--- config.mk ---
export PLATFORM = sky130hd
export DESIGN_NAME = i2c_master_bit_sequencer
export DESIGN_NICKNAME = d
export VERILOG_FILES = /design/src/hdl/i2cbs_pkg.sv /design/src/hdl/i2cbs_front.sv /design/src/hdl/i2cbs_queue.sv /design/src/hdl/i2cbs_back.sv /design/src/hdl/i2c_master_bit_sequencer.sv
export SDC_FILE = /design/constraint.sdc
export NUM_CORES = 1
export LEC_CHECK = 0
export BUFFER_PORTS_ARGS = -buffer_cell sky130_fd_sc_hd__buf_2
export CORE_ASPECT_RATIO = 1.2
export CORE_MARGIN = 3
export CORE_UTILIZATION = 60
export CTS_CLUSTER_DIAMETER = 60
export DETAILED_ROUTE_END_ITERATION = 10
export GPL_TIMING_DRIVEN = 0
export PLACE_DENSITY = 0.8
export SLEW_MARGIN = 0
export SYNTH_ARGS = -nofsm -noshare
export SYNTH_HDL_FRONTEND = slang
export SYNTH_SLANG_ARGS = --single-unit
--- constraint.sdc ---
create_clock -name clk -period 5.5 [get_ports clk]
set_clock_uncertainty 0.15 [all_clocks]
set_input_delay 0.55 -clock clk [delete_from_list [all_inputs] [get_ports clk]]
set_output_delay 0.55 -clock clk [all_outputs]
set_load 0.01 [all_outputs]
--- src/hdl/i2cbs_pkg.sv ---
// Shared types and constants for the I2C master bit sequencer.
// Used by the front, queue, back and top-level modules; no dependencies.
`timescale 1ns / 1ps

package i2cbs_pkg;

	// Raw function codes on the func port
	localparam logic [2:0] FUNC_NONE     = 3'd0;
	localparam logic [2:0] FUNC_START    = 3'd1;
	localparam logic [2:0] FUNC_STOP     = 3'd2;
	localparam logic [2:0] FUNC_WRITE    = 3'd3;
	localparam logic [2:0] FUNC_READ     = 3'd4;
	localparam logic [2:0] FUNC_WAIT_ACK = 3'd5;

	// Configuration register indexes
	localparam int unsigned CFG_IDX_W = 8;
	localparam logic [CFG_IDX_W-1:0] REG_UNIT_TICKS  = 8'd0;
	localparam logic [CFG_IDX_W-1:0] REG_ACK_TIMEOUT = 8'd1;

	// Register reset values and bit constants
	localparam logic [7:0] UNIT_TICKS_RESET  = 8'd1;
	localparam logic [7:0] ACK_TIMEOUT_RESET = 8'd250;
	localparam logic [7:0] MSB_MASK          = 8'h80;
	localparam logic [3:0] BITS_PER_BYTE     = 4'd8;

	// Classified command
	typedef enum logic [2:0] {
		CMD_NONE,
		CMD_START,
		CMD_STOP,
		CMD_WRITE,
		CMD_READ,
		CMD_WAIT_ACK
	} cmd_t;

	// One classified tick item, as queued between front and back
	typedef struct packed {
		cmd_t       cmd;
		logic [7:0] tx_byte;
		logic       send_ack;
		logic       sda_line;
		logic       scl_line;
	} item_t;

	// Configuration registers seen by the back end
	typedef struct packed {
		logic [7:0] unit_ticks;
		logic [7:0] ack_timeout;
	} cfg_t;

	// One result item
	typedef struct packed {
		logic       scl_drive;
		logic       sda_drive;
		logic       busy_res;
		logic       done_res;
		logic [7:0] rx_byte;
		logic       ack_failed;
	} result_t;

endpackage

--- src/hdl/i2cbs_front.sv ---
// Front end of the I2C master bit sequencer: classifies the raw func code.
// Depends on i2cbs_pkg.
`timescale 1ns / 1ps

module i2cbs_front (
	input  logic              in_valid,
	output logic              in_ready,
	input  logic [2:0]        func,
	input  logic [7:0]        tx_byte,
	input  logic              send_ack,
	input  logic              sda_line,
	input  logic              scl_line,
	output logic              push_valid,
	input  logic              push_ready,
	output i2cbs_pkg::item_t  push_item
);
	import i2cbs_pkg::*;

	cmd_t cmd;

	// Map func codes onto commands; unused codes do nothing
	always_comb begin
		unique case (func)
			FUNC_START:    cmd = CMD_START;
			FUNC_STOP:     cmd = CMD_STOP;
			FUNC_WRITE:    cmd = CMD_WRITE;
			FUNC_READ:     cmd = CMD_READ;
			FUNC_WAIT_ACK: cmd = CMD_WAIT_ACK;
			default:       cmd = CMD_NONE;
		endcase
	end

	// Pass the handshake straight to the queue
	assign push_valid         = in_valid;
	assign in_ready           = push_ready;
	assign push_item.cmd      = cmd;
	assign push_item.tx_byte  = tx_byte;
	assign push_item.send_ack = send_ack;
	assign push_item.sda_line = sda_line;
	assign push_item.scl_line = scl_line;

endmodule

--- src/hdl/i2cbs_queue.sv ---
// Two-entry item queue between the front and back ends.
// Depends on i2cbs_pkg.
`timescale 1ns / 1ps

module i2cbs_queue (
	input  logic             clk,
	input  logic             arst_n,
	input  logic             push_valid,
	output logic             push_ready,
	input  i2cbs_pkg::item_t push_item,
	output logic             pop_valid,
	input  logic             pop_ready,
	output i2cbs_pkg::item_t pop_item
);
	import i2cbs_pkg::*;

	item_t      mem_q [2];
	logic       wr_ptr_q;
	logic       rd_ptr_q;
	logic [1:0] count_q;
	logic       push;
	logic       pop;

	assign push_ready = (count_q != 2'd2);
	assign pop_valid  = (count_q != 2'd0);
	assign pop_item   = mem_q[rd_ptr_q];
	assign push       = push_valid && push_ready;
	assign pop        = pop_valid && pop_ready;

	// Store pushed items
	always_ff @(posedge clk) begin
		if (push) begin
			mem_q[wr_ptr_q] <= push_item;
		end
	end

	// Advance pointers and fill count
	always_ff @(posedge clk or negedge arst_n) begin
		if (!arst_n) begin
			wr_ptr_q <= 1'b0;
			rd_ptr_q <= 1'b0;
			count_q  <= 2'd0;
		end else begin
			if (push) wr_ptr_q <= ~wr_ptr_q;
			if (pop) rd_ptr_q <= ~rd_ptr_q;
			case ({push, pop})
				2'b10:   count_q <= count_q + 2'd1;
				2'b01:   count_q <= count_q - 2'd1;
				default: count_q <= count_q;
			endcase
		end
	end

endmodule

--- src/hdl/i2cbs_back.sv ---
// Back end of the I2C master bit sequencer: runs one sequencer step per item
// and holds the result in an output register. Depends on i2cbs_pkg.
`timescale 1ns / 1ps

module i2cbs_back (
	input  logic               clk,
	input  logic               arst_n,
	input  i2cbs_pkg::cfg_t    cfg,
	input  logic               pop_valid,
	output logic               pop_ready,
	input  i2cbs_pkg::item_t   pop_item,
	output logic               out_valid,
	input  logic               out_ready,
	output i2cbs_pkg::result_t result
);
	import i2cbs_pkg::*;

	typedef enum logic [4:0] {
		PH_IDLE, PH_ST_A, PH_ST_B, PH_SP_A, PH_SP_B, PH_SP_C,
		PH_W_LOW, PH_W_HIGH, PH_W_AFTER, PH_W_GAP, PH_CK_SET, PH_CK_HIGH,
		PH_R_LOW, PH_R_HIGH, PH_R_HOLD, PH_A_REL, PH_A_HIGH, PH_A_POLL, PH_A_LOW
	} phase_t;

	// Step length of each phase in delay units; zero means one tick
	function automatic logic [2:0] step_len(input phase_t ph);
		logic [2:0] len;
		unique case (ph)
			PH_ST_A, PH_CK_HIGH:                      len = 3'd5;
			PH_ST_B, PH_SP_B, PH_SP_C:                len = 3'd6;
			PH_W_HIGH, PH_W_AFTER, PH_W_GAP,
			PH_CK_SET, PH_R_LOW:                      len = 3'd2;
			PH_W_LOW, PH_R_HOLD, PH_A_REL,
			PH_A_HIGH, PH_A_LOW:                      len = 3'd1;
			default:                                  len = 3'd0;
		endcase
		return len;
	endfunction

	phase_t     phase_q;
	cmd_t       active_q;
	logic [3:0] bit_idx_q;
	logic [7:0] shift_q;
	logic [2:0] unit_q;
	logic [7:0] pre_q;
	logic [7:0] wait_q;
	logic       ack_choice_q;
	logic       scl_q;
	logic       sda_q;
	logic [7:0] rx_q;
	logic       fail_q;
	logic       out_valid_q;
	result_t    result_q;

	phase_t     n_phase;
	cmd_t       n_active;
	logic [3:0] n_bit_idx;
	logic [7:0] n_shift;
	logic [2:0] n_unit;
	logic [7:0] n_pre;
	logic [7:0] n_wait;
	logic       n_ack_choice;
	logic       n_scl;
	logic       n_sda;
	logic [7:0] n_rx;
	logic       n_fail;
	logic       n_done;

	logic       go;
	phase_t     go_phase;
	logic       go_scl;
	logic       go_sda;

	logic [2:0] len;
	logic [7:0] pre_plus;
	logic       tick;
	logic [7:0] pre_inc;
	logic [2:0] unit_inc;
	logic       over;
	logic       bit_out;
	logic       ack_lvl;
	logic [3:0] bit_next;
	logic [8:0] wait_next;
	logic       step;

	// Pop an item whenever the output register is free or being drained
	assign pop_ready = !out_valid_q || out_ready;
	assign step      = pop_valid && pop_ready;

	// Shared unit and step timing
	always_comb begin
		len       = step_len(phase_q);
		pre_plus  = pre_q + 8'd1;
		tick      = (pre_plus == cfg.unit_ticks);
		pre_inc   = tick ? 8'd0 : pre_plus;
		unit_inc  = tick ? unit_q + 3'd1 : unit_q;
		over      = (len == 3'd0) || (unit_inc >= len);
		bit_out   = |(shift_q & MSB_MASK);
		ack_lvl   = ~ack_choice_q;
		bit_next  = bit_idx_q + 4'd1;
		wait_next = {1'b0, wait_q} + 9'd1;
	end

	// Compute the next sequencer state for one tick
	always_comb begin
		n_phase      = phase_q;
		n_active     = active_q;
		n_bit_idx    = bit_idx_q;
		n_shift      = shift_q;
		n_unit       = unit_q;
		n_pre        = pre_q;
		n_wait       = wait_q;
		n_ack_choice = ack_choice_q;
		n_scl        = scl_q;
		n_sda        = sda_q;
		n_rx         = rx_q;
		n_fail       = fail_q;
		n_done       = 1'b0;
		go           = 1'b0;
		go_phase     = phase_q;
		go_scl       = scl_q;
		go_sda       = sda_q;

		if (phase_q == PH_IDLE) begin
			// Accept a new command
			if (pop_item.cmd != CMD_NONE) begin
				n_active     = pop_item.cmd;
				n_bit_idx    = 4'd0;
				n_wait       = 8'd0;
				n_ack_choice = 1'b0;
				go           = 1'b1;
				unique case (pop_item.cmd)
					CMD_START: begin
						go_phase = PH_ST_A; go_scl = 1'b1; go_sda = 1'b1;
					end
					CMD_STOP: begin
						go_phase = PH_SP_A; go_scl = 1'b0; go_sda = 1'b0;
					end
					CMD_WRITE: begin
						n_shift  = pop_item.tx_byte;
						go_phase = PH_W_LOW; go_scl = 1'b0;
						go_sda   = |(pop_item.tx_byte & MSB_MASK);
					end
					CMD_READ: begin
						n_shift      = 8'd0;
						n_ack_choice = pop_item.send_ack;
						go_phase     = PH_R_LOW; go_scl = 1'b0; go_sda = 1'b1;
					end
					default: begin
						go_phase = PH_A_REL; go_scl = scl_q; go_sda = 1'b1;
					end
				endcase
			end
		end else begin
			// Count the step timer where the phase has a length
			if (len != 3'd0) begin
				n_pre  = pre_inc;
				n_unit = unit_inc;
			end
			unique case (phase_q)
				PH_ST_A: if (over) begin
					go = 1'b1; go_phase = PH_ST_B; go_scl = 1'b1; go_sda = 1'b0;
				end
				PH_ST_B: if (over) begin
					n_done = 1'b1;
					go = 1'b1; go_phase = PH_IDLE; go_scl = 1'b0; go_sda = 1'b0;
				end
				PH_SP_A: if (over) begin
					go = 1'b1; go_phase = PH_SP_B; go_scl = 1'b1; go_sda = 1'b0;
				end
				PH_SP_B: if (over) begin
					go = 1'b1; go_phase = PH_SP_C; go_scl = 1'b1; go_sda = 1'b1;
				end
				PH_SP_C: if (over) begin
					if (active_q == CMD_WAIT_ACK) n_fail = 1'b1;
					n_done = 1'b1;
					go = 1'b1; go_phase = PH_IDLE; go_scl = 1'b1; go_sda = 1'b1;
				end
				PH_W_LOW: if (over) begin
					go = 1'b1; go_phase = PH_W_HIGH; go_scl = 1'b1; go_sda = bit_out;
				end
				PH_W_HIGH: if (over) begin
					go = 1'b1; go_phase = PH_W_AFTER; go_scl = 1'b0; go_sda = bit_out;
				end
				PH_W_AFTER: if (over) begin
					n_bit_idx = bit_next;
					go        = 1'b1;
					go_scl    = 1'b0;
					if (bit_next >= BITS_PER_BYTE) begin
						go_phase = PH_W_GAP; go_sda = bit_out;
					end else begin
						n_shift  = {shift_q[6:0], 1'b0};
						go_phase = PH_W_LOW; go_sda = shift_q[6];
					end
				end
				PH_W_GAP: if (over) begin
					go = 1'b1; go_phase = PH_CK_SET; go_scl = 1'b0; go_sda = ack_lvl;
				end
				PH_CK_SET: if (over) begin
					go = 1'b1; go_phase = PH_CK_HIGH; go_scl = 1'b1; go_sda = ack_lvl;
				end
				PH_CK_HIGH: if (over) begin
					if (active_q == CMD_READ) n_rx = shift_q;
					n_done = 1'b1;
					go = 1'b1; go_phase = PH_IDLE; go_scl = 1'b0; go_sda = ack_lvl;
				end
				PH_R_LOW: if (over) begin
					go = 1'b1; go_phase = PH_R_HIGH; go_scl = 1'b1; go_sda = 1'b1;
				end
				PH_R_HIGH: if (pop_item.scl_line) begin
					// Sample only once SCL is seen high
					n_shift = {shift_q[6:0], pop_item.sda_line};
					go = 1'b1; go_phase = PH_R_HOLD; go_scl = 1'b1; go_sda = 1'b1;
				end
				PH_R_HOLD: if (over) begin
					n_bit_idx = bit_next;
					go        = 1'b1;
					go_scl    = 1'b0;
					if (bit_next >= BITS_PER_BYTE) begin
						go_phase = PH_CK_SET; go_sda = ack_lvl;
					end else begin
						go_phase = PH_R_LOW; go_sda = 1'b1;
					end
				end
				PH_A_REL: if (over) begin
					go = 1'b1; go_phase = PH_A_HIGH; go_scl = 1'b1; go_sda = 1'b1;
				end
				PH_A_HIGH: if (over) begin
					n_wait = 8'd0;
					go = 1'b1; go_phase = PH_A_POLL; go_scl = 1'b1; go_sda = 1'b1;
				end
				PH_A_POLL: begin
					if (!pop_item.sda_line) begin
						go = 1'b1; go_phase = PH_A_LOW; go_scl = 1'b0; go_sda = 1'b1;
					end else begin
						// Count timeout units while SDA stays high
						n_pre = pre_inc;
						if (tick) begin
							if (wait_next > {1'b0, cfg.ack_timeout}) begin
								go = 1'b1; go_phase = PH_SP_A; go_scl = 1'b0; go_sda = 1'b0;
							end else begin
								n_wait = wait_next[7:0];
							end
						end
					end
				end
				PH_A_LOW: if (over) begin
					n_fail = 1'b0;
					n_done = 1'b1;
					go = 1'b1; go_phase = PH_IDLE; go_scl = 1'b0; go_sda = 1'b1;
				end
				default: begin
					n_done = 1'b1;
					go = 1'b1; go_phase = PH_IDLE; go_scl = scl_q; go_sda = sda_q;
				end
			endcase
		end

		// Enter the next phase with a fresh step timer
		if (go) begin
			n_phase = go_phase;
			n_scl   = go_scl;
			n_sda   = go_sda;
			n_unit  = 3'd0;
			n_pre   = 8'd0;
		end
	end

	// Hold sequencer state and the registered result
	always_ff @(posedge clk or negedge arst_n) begin
		if (!arst_n) begin
			phase_q      <= PH_IDLE;
			active_q     <= CMD_NONE;
			bit_idx_q    <= 4'd0;
			shift_q      <= 8'd0;
			unit_q       <= 3'd0;
			pre_q        <= 8'd0;
			wait_q       <= 8'd0;
			ack_choice_q <= 1'b0;
			scl_q        <= 1'b1;
			sda_q        <= 1'b1;
			rx_q         <= 8'd0;
			fail_q       <= 1'b0;
			out_valid_q  <= 1'b0;
		end else begin
			if (step) begin
				phase_q      <= n_phase;
				active_q     <= n_active;
				bit_idx_q    <= n_bit_idx;
				shift_q      <= n_shift;
				unit_q       <= n_unit;
				pre_q        <= n_pre;
				wait_q       <= n_wait;
				ack_choice_q <= n_ack_choice;
				scl_q        <= n_scl;
				sda_q        <= n_sda;
				rx_q         <= n_rx;
				fail_q       <= n_fail;
				out_valid_q  <= 1'b1;
			end else if (out_ready) begin
				out_valid_q  <= 1'b0;
			end
		end
	end

	// Load the result payload with each step
	always_ff @(posedge clk) begin
		if (step) begin
			result_q.scl_drive  <= n_scl;
			result_q.sda_drive  <= n_sda;
			result_q.busy_res   <= (n_phase != PH_IDLE);
			result_q.done_res   <= n_done;
			result_q.rx_byte    <= n_rx;
			result_q.ack_failed <= n_fail;
		end
	end

	assign out_valid = out_valid_q;
	assign result    = result_q;

endmodule

--- src/hdl/i2c_master_bit_sequencer.sv ---
// I2C master bit sequencer: one tick item in, one result item out.
// A result is registered: an accepted item is first written into the queue,
// then a sequencer step loads its result into the output register.
// Throughput: one item per cycle while out_ready keeps the output register drained.
// Reset: asynchronous, clears the queue, the output valid flag, the sequencer
// (idle, both lines released) and loads the register reset values.
`timescale 1ns / 1ps

module i2c_master_bit_sequencer (
	input  logic                              clk,
	input  logic                              arst_n,
	input  logic                              in_valid,
	output logic                              in_ready,
	input  logic [2:0]                        func,
	input  logic [7:0]                        tx_byte,
	input  logic                              send_ack,
	input  logic                              sda_line,
	input  logic                              scl_line,
	output logic                              out_valid,
	input  logic                              out_ready,
	output logic                              scl_drive,
	output logic                              sda_drive,
	output logic                              busy_res,
	output logic                              done_res,
	output logic [7:0]                        rx_byte,
	output logic                              ack_failed,
	input  logic                              cfg_valid,
	output logic                              cfg_ready,
	input  logic [i2cbs_pkg::CFG_IDX_W-1:0]   cfg_index,
	input  logic [7:0]                        cfg_data
);
	import i2cbs_pkg::*;

	cfg_t    cfg_q;
	logic    push_valid;
	logic    push_ready;
	item_t   push_item;
	logic    pop_valid;
	logic    pop_ready;
	item_t   pop_item;
	result_t result;

	// Take configuration writes at any time
	assign cfg_ready = 1'b1;

	always_ff @(posedge clk or negedge arst_n) begin
		if (!arst_n) begin
			cfg_q.unit_ticks  <= UNIT_TICKS_RESET;
			cfg_q.ack_timeout <= ACK_TIMEOUT_RESET;
		end else if (cfg_valid) begin
			case (cfg_index)
				REG_UNIT_TICKS:  cfg_q.unit_ticks  <= cfg_data;
				REG_ACK_TIMEOUT: cfg_q.ack_timeout <= cfg_data;
				default:         cfg_q             <= cfg_q;
			endcase
		end
	end

	i2cbs_front u_front (
		.in_valid   (in_valid),
		.in_ready   (in_ready),
		.func       (func),
		.tx_byte    (tx_byte),
		.send_ack   (send_ack),
		.sda_line   (sda_line),
		.scl_line   (scl_line),
		.push_valid (push_valid),
		.push_ready (push_ready),
		.push_item  (push_item)
	);

	i2cbs_queue u_queue (
		.clk        (clk),
		.arst_n     (arst_n),
		.push_valid (push_valid),
		.push_ready (push_ready),
		.push_item  (push_item),
		.pop_valid  (pop_valid),
		.pop_ready  (pop_ready),
		.pop_item   (pop_item)
	);

	i2cbs_back u_back (
		.clk        (clk),
		.arst_n     (arst_n),
		.cfg        (cfg_q),
		.pop_valid  (pop_valid),
		.pop_ready  (pop_ready),
		.pop_item   (pop_item),
		.out_valid  (out_valid),
		.out_ready  (out_ready),
		.result     (result)
	);

	assign scl_drive  = result.scl_drive;
	assign sda_drive  = result.sda_drive;
	assign busy_res   = result.busy_res;
	assign done_res   = result.done_res;
	assign rx_byte    = result.rx_byte;
	assign ack_failed = result.ack_failed;

endmodule
Yosys cells after proc, flatten, opt, wreduce, memory -nomap -nowiden --
Memory sizes are Yosys's and may differ from the RTL's. Index checks and enable logic that the tools add are counted.
Word-level totals: RAM bits 28, memories 2, ROM bits 96, input port bits 35, word-level logic and storage cells 225, bits in registers 85
Operators by class: mux-type cells 105, add/subtract/negate cells 6, equal/unequal tests 44, bitwise gates (word level) 3, reductions and logical operators 38, order comparisons 3
Memories:
- (name not given) | depth 32, width 3, rd ports 1, clocked after memory_dff 0, wr ports 0, RTL line i2cbs_back.sv:27 | unique case (ph)
- u_queue.mem_q | depth 2, width 14, rd ports 1, clocked after memory_dff 0, wr ports 1, RTL line i2cbs_queue.sv:17 | item_t mem_q [2];
Operators by type and width (number):
- 8-bit two-way mux | 21
- 5-bit two-way mux | 20
- 5-bit case mux with 15 select lines | 1
- 8-bit case mux with 2 select lines | 3
- 5-bit by 4-bit == test with 1-bit output, second input constant | 8
- 1-bit two-way mux | 40
- 5-bit by 3-bit == test with 1-bit output, second input constant | 4
- 4-bit two-way mux | 5
- 4-bit case mux with 4 select lines | 1
- 16-bit OR reduction | 1
- 3-bit == test, second input constant | 5
- 5-bit == test, second input constant | 3
- 3-bit two-way mux | 5
- 3-bit case mux with 5 select lines | 1
- 7-bit AND reduction | 2
- 14-bit OR reduction | 1
- 3-bit by 2-bit == test with 1-bit output, second input constant | 4
- 3-bit by 1-bit != test with 1-bit output, second input constant | 4
- 2-bit nonzero test | 6
- 3-bit nonzero test | 4
- 5-bit by 2-bit == test with 1-bit output, second input constant | 2
- 8-bit by 1-bit adder with 9-bit output, second input constant | 1
- 9-bit by 8-bit > comparator with 1-bit output | 1
- 3-bit by 2-bit != test with 1-bit output, second input constant | 3
- other kinds (38) | 53

Logic depth before layout (Yosys ltp) --
word-level depth 10, depth in mapped cells 17

Modules after synthesis --
From an unflattened synthesis, not the netlist that was laid out.
Second synthesis, totals: cells, all modules 682, area, all modules 6844.1 um^2
By module, submodules not included:
- i2cbs_back | sequential area each 1694.1 um^2, instances 1, cells each 565, area an instance 4834.6 um^2
- i2cbs_queue | sequential area each 940.9 um^2, instances 1, cells each 61, area an instance 1209.9 um^2
- i2c_master_bit_sequencer | sequential area each 409.1 um^2, instances 1, cells each 40, area an instance 679.4 um^2
- i2cbs_front | sequential area each 0.0 um^2, instances 1, cells each 16, area an instance 120.1 um^2

Worst setup path before layout --
Ideal clock, no wire load.
kind register -> register, from register u_back.pre_q[1], to register u_back.result[10] (netlist name), period minus slack after synthesis 4.116 ns, path buffers 1, path slack 1.384 ns, stages on the path, launching flop included 16, required time 5.087 ns, setup time 0.263 ns, arrival time 3.703 ns, cells stage by stage dfrtp_1 > ha_1 > clkbuf_1 > nand2b_1 > a21o_2 > a31o_2 > o211ai_2 > mux2_2 > ha_1 > a21o_1 > a21o_1 > a221oi_1 > o21ai_0 > a21oi_2 > nand3_1 > a2111o_1
On the way: longest elaborated chain between the ends 10, elaborated cells on any way between the ends 29, classes of those cells 1 x add/sub; 1 x order compare; 1 x eq/ne; 24 x mux; 2 x reduce/logical
Ends and longest elaborated chain:
- from (decl) | RTL line i2cbs_back.sv:44 | logic [7:0] pre_q;
- from (signal assigned) | RTL line i2cbs_back.sv:291 | pre_q <= n_pre;
- 8-bit by 1-bit adder with 8-bit output (*) | RTL line i2cbs_back.sv:92 | pre_plus = pre_q + 8'd1;
- 8-bit == test (*) | RTL line i2cbs_back.sv:93 | tick = (pre_plus == cfg.unit_ticks);
- 3-bit two-way mux | RTL line i2cbs_back.sv:95 | unit_inc = tick ? unit_q + 3'd1 : unit_q;
- 3-bit greater-or-equal comparator | RTL line i2cbs_back.sv:96 | over = (len == 3'd0) || (unit_inc >= len);
- 1-bit logical OR | RTL line i2cbs_back.sv:96
- 5-bit two-way mux (tied with other cells)
- 5-bit case mux with 15 select lines / 1-bit case mux with 3 select lines (equally long branches) | RTL line i2cbs_back.sv:159 | unique case (phase_q)
- 5-bit two-way mux / 1-bit two-way mux (equally long branches) | RTL line i2cbs_back.sv:123 | if (phase_q == PH_IDLE) begin
- 5-bit two-way mux (*) | RTL line i2cbs_back.sv:259 | if (go) begin
- 5-bit nonzero test (*) | RTL line i2cbs_back.sv:310 | result_q.busy_res <= (n_phase != PH_IDLE);
Every way passes the cells marked *; elsewhere a longest branch is shown, timed or not. A chain may end at the register's enable or synchronous reset.

Worst setup path after layout --
from register u_back.pre_q[1], to register u_back.result[10] (netlist name)
On the way: longest elaborated chain between the ends 10, elaborated cells on any way between the ends 29, classes of those cells 1 x add/sub; 1 x order compare; 1 x eq/ne; 24 x mux; 2 x reduce/logical
Ends and longest elaborated chain (RTL line):
- 8-bit by 1-bit adder with 8-bit output (*) | i2cbs_back.sv:92
- 8-bit == test (*) | i2cbs_back.sv:93
- 3-bit two-way mux | i2cbs_back.sv:95
- 3-bit greater-or-equal comparator | i2cbs_back.sv:96
- 1-bit logical OR | i2cbs_back.sv:96
- 5-bit two-way mux (tied with other cells)
- 5-bit case mux with 15 select lines / 1-bit case mux with 3 select lines (equally long branches) | i2cbs_back.sv:159
- 5-bit two-way mux / 1-bit two-way mux (equally long branches) | i2cbs_back.sv:123
- 5-bit two-way mux (*) | i2cbs_back.sv:259
- 5-bit nonzero test (*) | i2cbs_back.sv:310
Marked as above.

==> metrics.txt <==
Post-Route Utilization=72.3%; Max Transition Viols Final=0; routability cong.=between 0.9 and 1; footprint of the multi-input gates=about 3500 sq um; initial antenna violation count=0; Tcrit/Tclk final=between 90% and 100%; synth warn=0; vias=~5.7k; worst skew pair latency=~420 ps; I/O Pins=between 50 and 60; highest-count cells in the layout ignoring fill and taps=dfrtp_1 (63), nand2_1 (60), buf_2 (57); number of diodes=0; synthesized instance count=around 670; total power=4.97 mW; Area Growth Syn to Fin=15.3%; Min Clock Period, post-route=about 5000 ps; Synth Net Count=approximately 720; Leak=approximately 3.2 nW; Yosys reg bits=113; CP startpoint=u_back.pre_q[1]; Main synth FF type=dfrtp_1; WL/cell=~20 um; Post-CTS Setup Bufs=0; fillcell total=a little under 800; status=finished clean; Mapped Area=just under 7000 sq um; DRC=0; dpl cells=~850; Via density=6.50; FP Rows=between 40 and 50; Die X=103 um; initial cell density of the core=between 60 and 70%; final cell count without fillers=about 880; WS Path Type=reg -> reg; worst slew pin tran=1440 ps; Total Routing Usage GR=between 20 and 30%; commonest non-fill, non-tap cell in the layout=dfrtp_1; Final TNS setup=0 ps; vias in the first global route=about 5.5k; CTS root buffer=clkbuf_16; Detail Placement HPWL=roughly 13000 um; Worst Path Required=about 5500 ps; TritonCTS Sinks=roughly 110; DR iter-0 viols=roughly 500; CP Launch Type=flip-flop; max_cap viols=0; Clock transition at path regs=60 ps; H-Tree Depth=4; Avg Inst Size Synth=around 10 sq um; Clock Path Buffers=2; Core ar.=between 10000 and 15000 sq um; Reg area=between 3000 and 4000 sq um; Post-synth EDFFs=between 40 and 50; first-pass GRT wire length=between 20000 and 30000 um; max_slew headroom=just under 4%; Worst Setup End Kind=flip-flop; CTS Buf Count=17; PostCTS Resize Cnt=0; nets=about 790; die area=between 10000 and 15000 sq um; wirelength, routed=~17000 um; pwr dens=roughly 640 nW/um^2; largest net degree at the start of global routing=between 60 and 70; Peak Freq=slightly above 200 MHz; Max IR drop VDD=approximately 0.47 mV; number of setup violations in the final report=0; gr ovfl total=0; CTS tree=yes; critical path peak fanout=10; HP Start=tx_byte[4]; Detailed Routing Iterations Pass 1=8; port bufs=between 40 and 50; final-report hold violation count=0; share of synthesized flip-flops with an asynchronous set or reset=between 60% and 70%; sequential area share after synthesis=45.0%; worst reg2reg path startpoint=u_back.pre_q[1]; share of cells above drive strength 1=a little under a quarter; Cell variety after synth=87; unrepaired setup endpoints after global routing=no; Worst Hold Class=in -> reg; critical path arrival=slightly below 5000 ps; die height=roughly 120 um; CTS Hold Bufs=1; antenna-violating nets left=0
[path summary, 6_finish.rpt]
path | endpoint | slack (ps) | depth (start not counted)
max in group asynchronous | u_back.sda_q | 4290 | 3
min in group asynchronous | u_back.wait_q[4] | 330 | 2
worst max register to register | u_back.result[10] | 540 | 15
worst max-delay path | u_back.result[10] | 540 | 15
worst min register to register | u_back.active_q[1] | 320 | 2
worst min-delay path | u_queue.mem_q[0][7] | 160 | 1
[kinds of logic after synthesis]
| group | Yosys count | share of synthesized area [%] |
|---|---|---|
| AO/OA/AOI/OAI | 179 | 18.1 |
| XOR/XNOR | 25 | 3.24 |
| adder cells (fa/ha/maj) | 20 | 3.70 |
| buffers and inverters | 54 | 3.74 |
| flip-flops | 113 | 45.0 |
| multiplexers | 56 | 9.18 |
| other | 1 | 0.0555 |
| AND/OR/NAND/NOR | 221 | 16.9 |
[cells in the mapped netlist (all sizes together) (8+ instances only)]
cell	number	area (sq um)
and3	9	57.6
edfxtp	41	1230
o21ai	52	264
buf	17	93.8
and2	8	51.3
nand3	27	140
clkbuf	15	76.3
nor2	49	184
ha	20	250
xnor2	16	140
a21oi	46	234
inv	21	78.8
dfstp	9	236
dfrtp	63	1580
xor2	9	78.8
nand2b	13	81.3
nor2b	12	75.1
mux2i	17	170
nand2	60	225
mux2	38	428
[metal layers]
layer	track usage [%]	share of wire, %	vias to the layer above
li1	-	-	2618
met1	33.9	38	2744
met2	50.4	52	283
met3	5.80	6.1	80
met4	14.2	4.4	0
met5	0	0	-
[critical path: stages, from the launching register on]
cell	delay, ps
dfrtp_1	450
ha_1	240
clkbuf_1	330
a21oi_1	80
o2111ai_1	210
o21ai_0	200
o211ai_2	360
mux2_2	410
ha_1	280
a21o_1	170
a21o_1	200
a221oi_1	300
o21ai_0	230
a21oi_2	450
nand3_1	160
a2111o_1	480
[layout make-up]
cell class | instances | share of cell area [%]
Multi-Input combinational cell | 502 | 44.4
Sequential cell | 113 | 39.1
Clock buffer | 18 | 5.51
Timing Repair Buffer | 51 | 3.66
Buffer | 32 | 2.18
Tap cell | 129 | 2.07
Clock inverter | 14 | 2.01
Inverter | 22 | 1.06
[flip-flops by register name (all words and copies together) (netlist names)]
register             count
u_back.rx_q              8
u_back.result           13
u_back.pre_q             8
u_back.shift_q           8
u_back.bit_idx_q         4
u_back.sda_q             1
u_queue.mem_q           28
u_queue.rd_ptr_q         1
u_back.scl_q             1
u_back.wait_q            8
u_queue.count_q          2
u_back.unit_q            3
u_back.ack_choice_q      1
u_back.phase_q           5
u_back.fail_q            1
u_back.out_valid         1
cfg_q                   16
u_back.active_q          3
u_queue.wr_ptr_q         1
[per-stage QoR]
step           setup slack [ps]  hold slack [ps]  instance area, sq um
3_3_place_gp                755              305                  7160
2_1_floorplan              1380              104                  6760
4_1_cts                     628              158                  7790
5_1_grt                     263              157                  7790
6_report                    539              164                  7790
3_5_place_dp                672              217                  7190
[power by group]
group / switching (mW) / total [mW] / leakage (nW) / internal (mW)
clock network: 0.414 / 1.09 / 0.274 / 0.672
registers: 0.167 / 1.34 / 1.30 / 1.18
logic: 1.59 / 2.54 / 1.67 / 0.949
(Power assumes the default switching activity.)
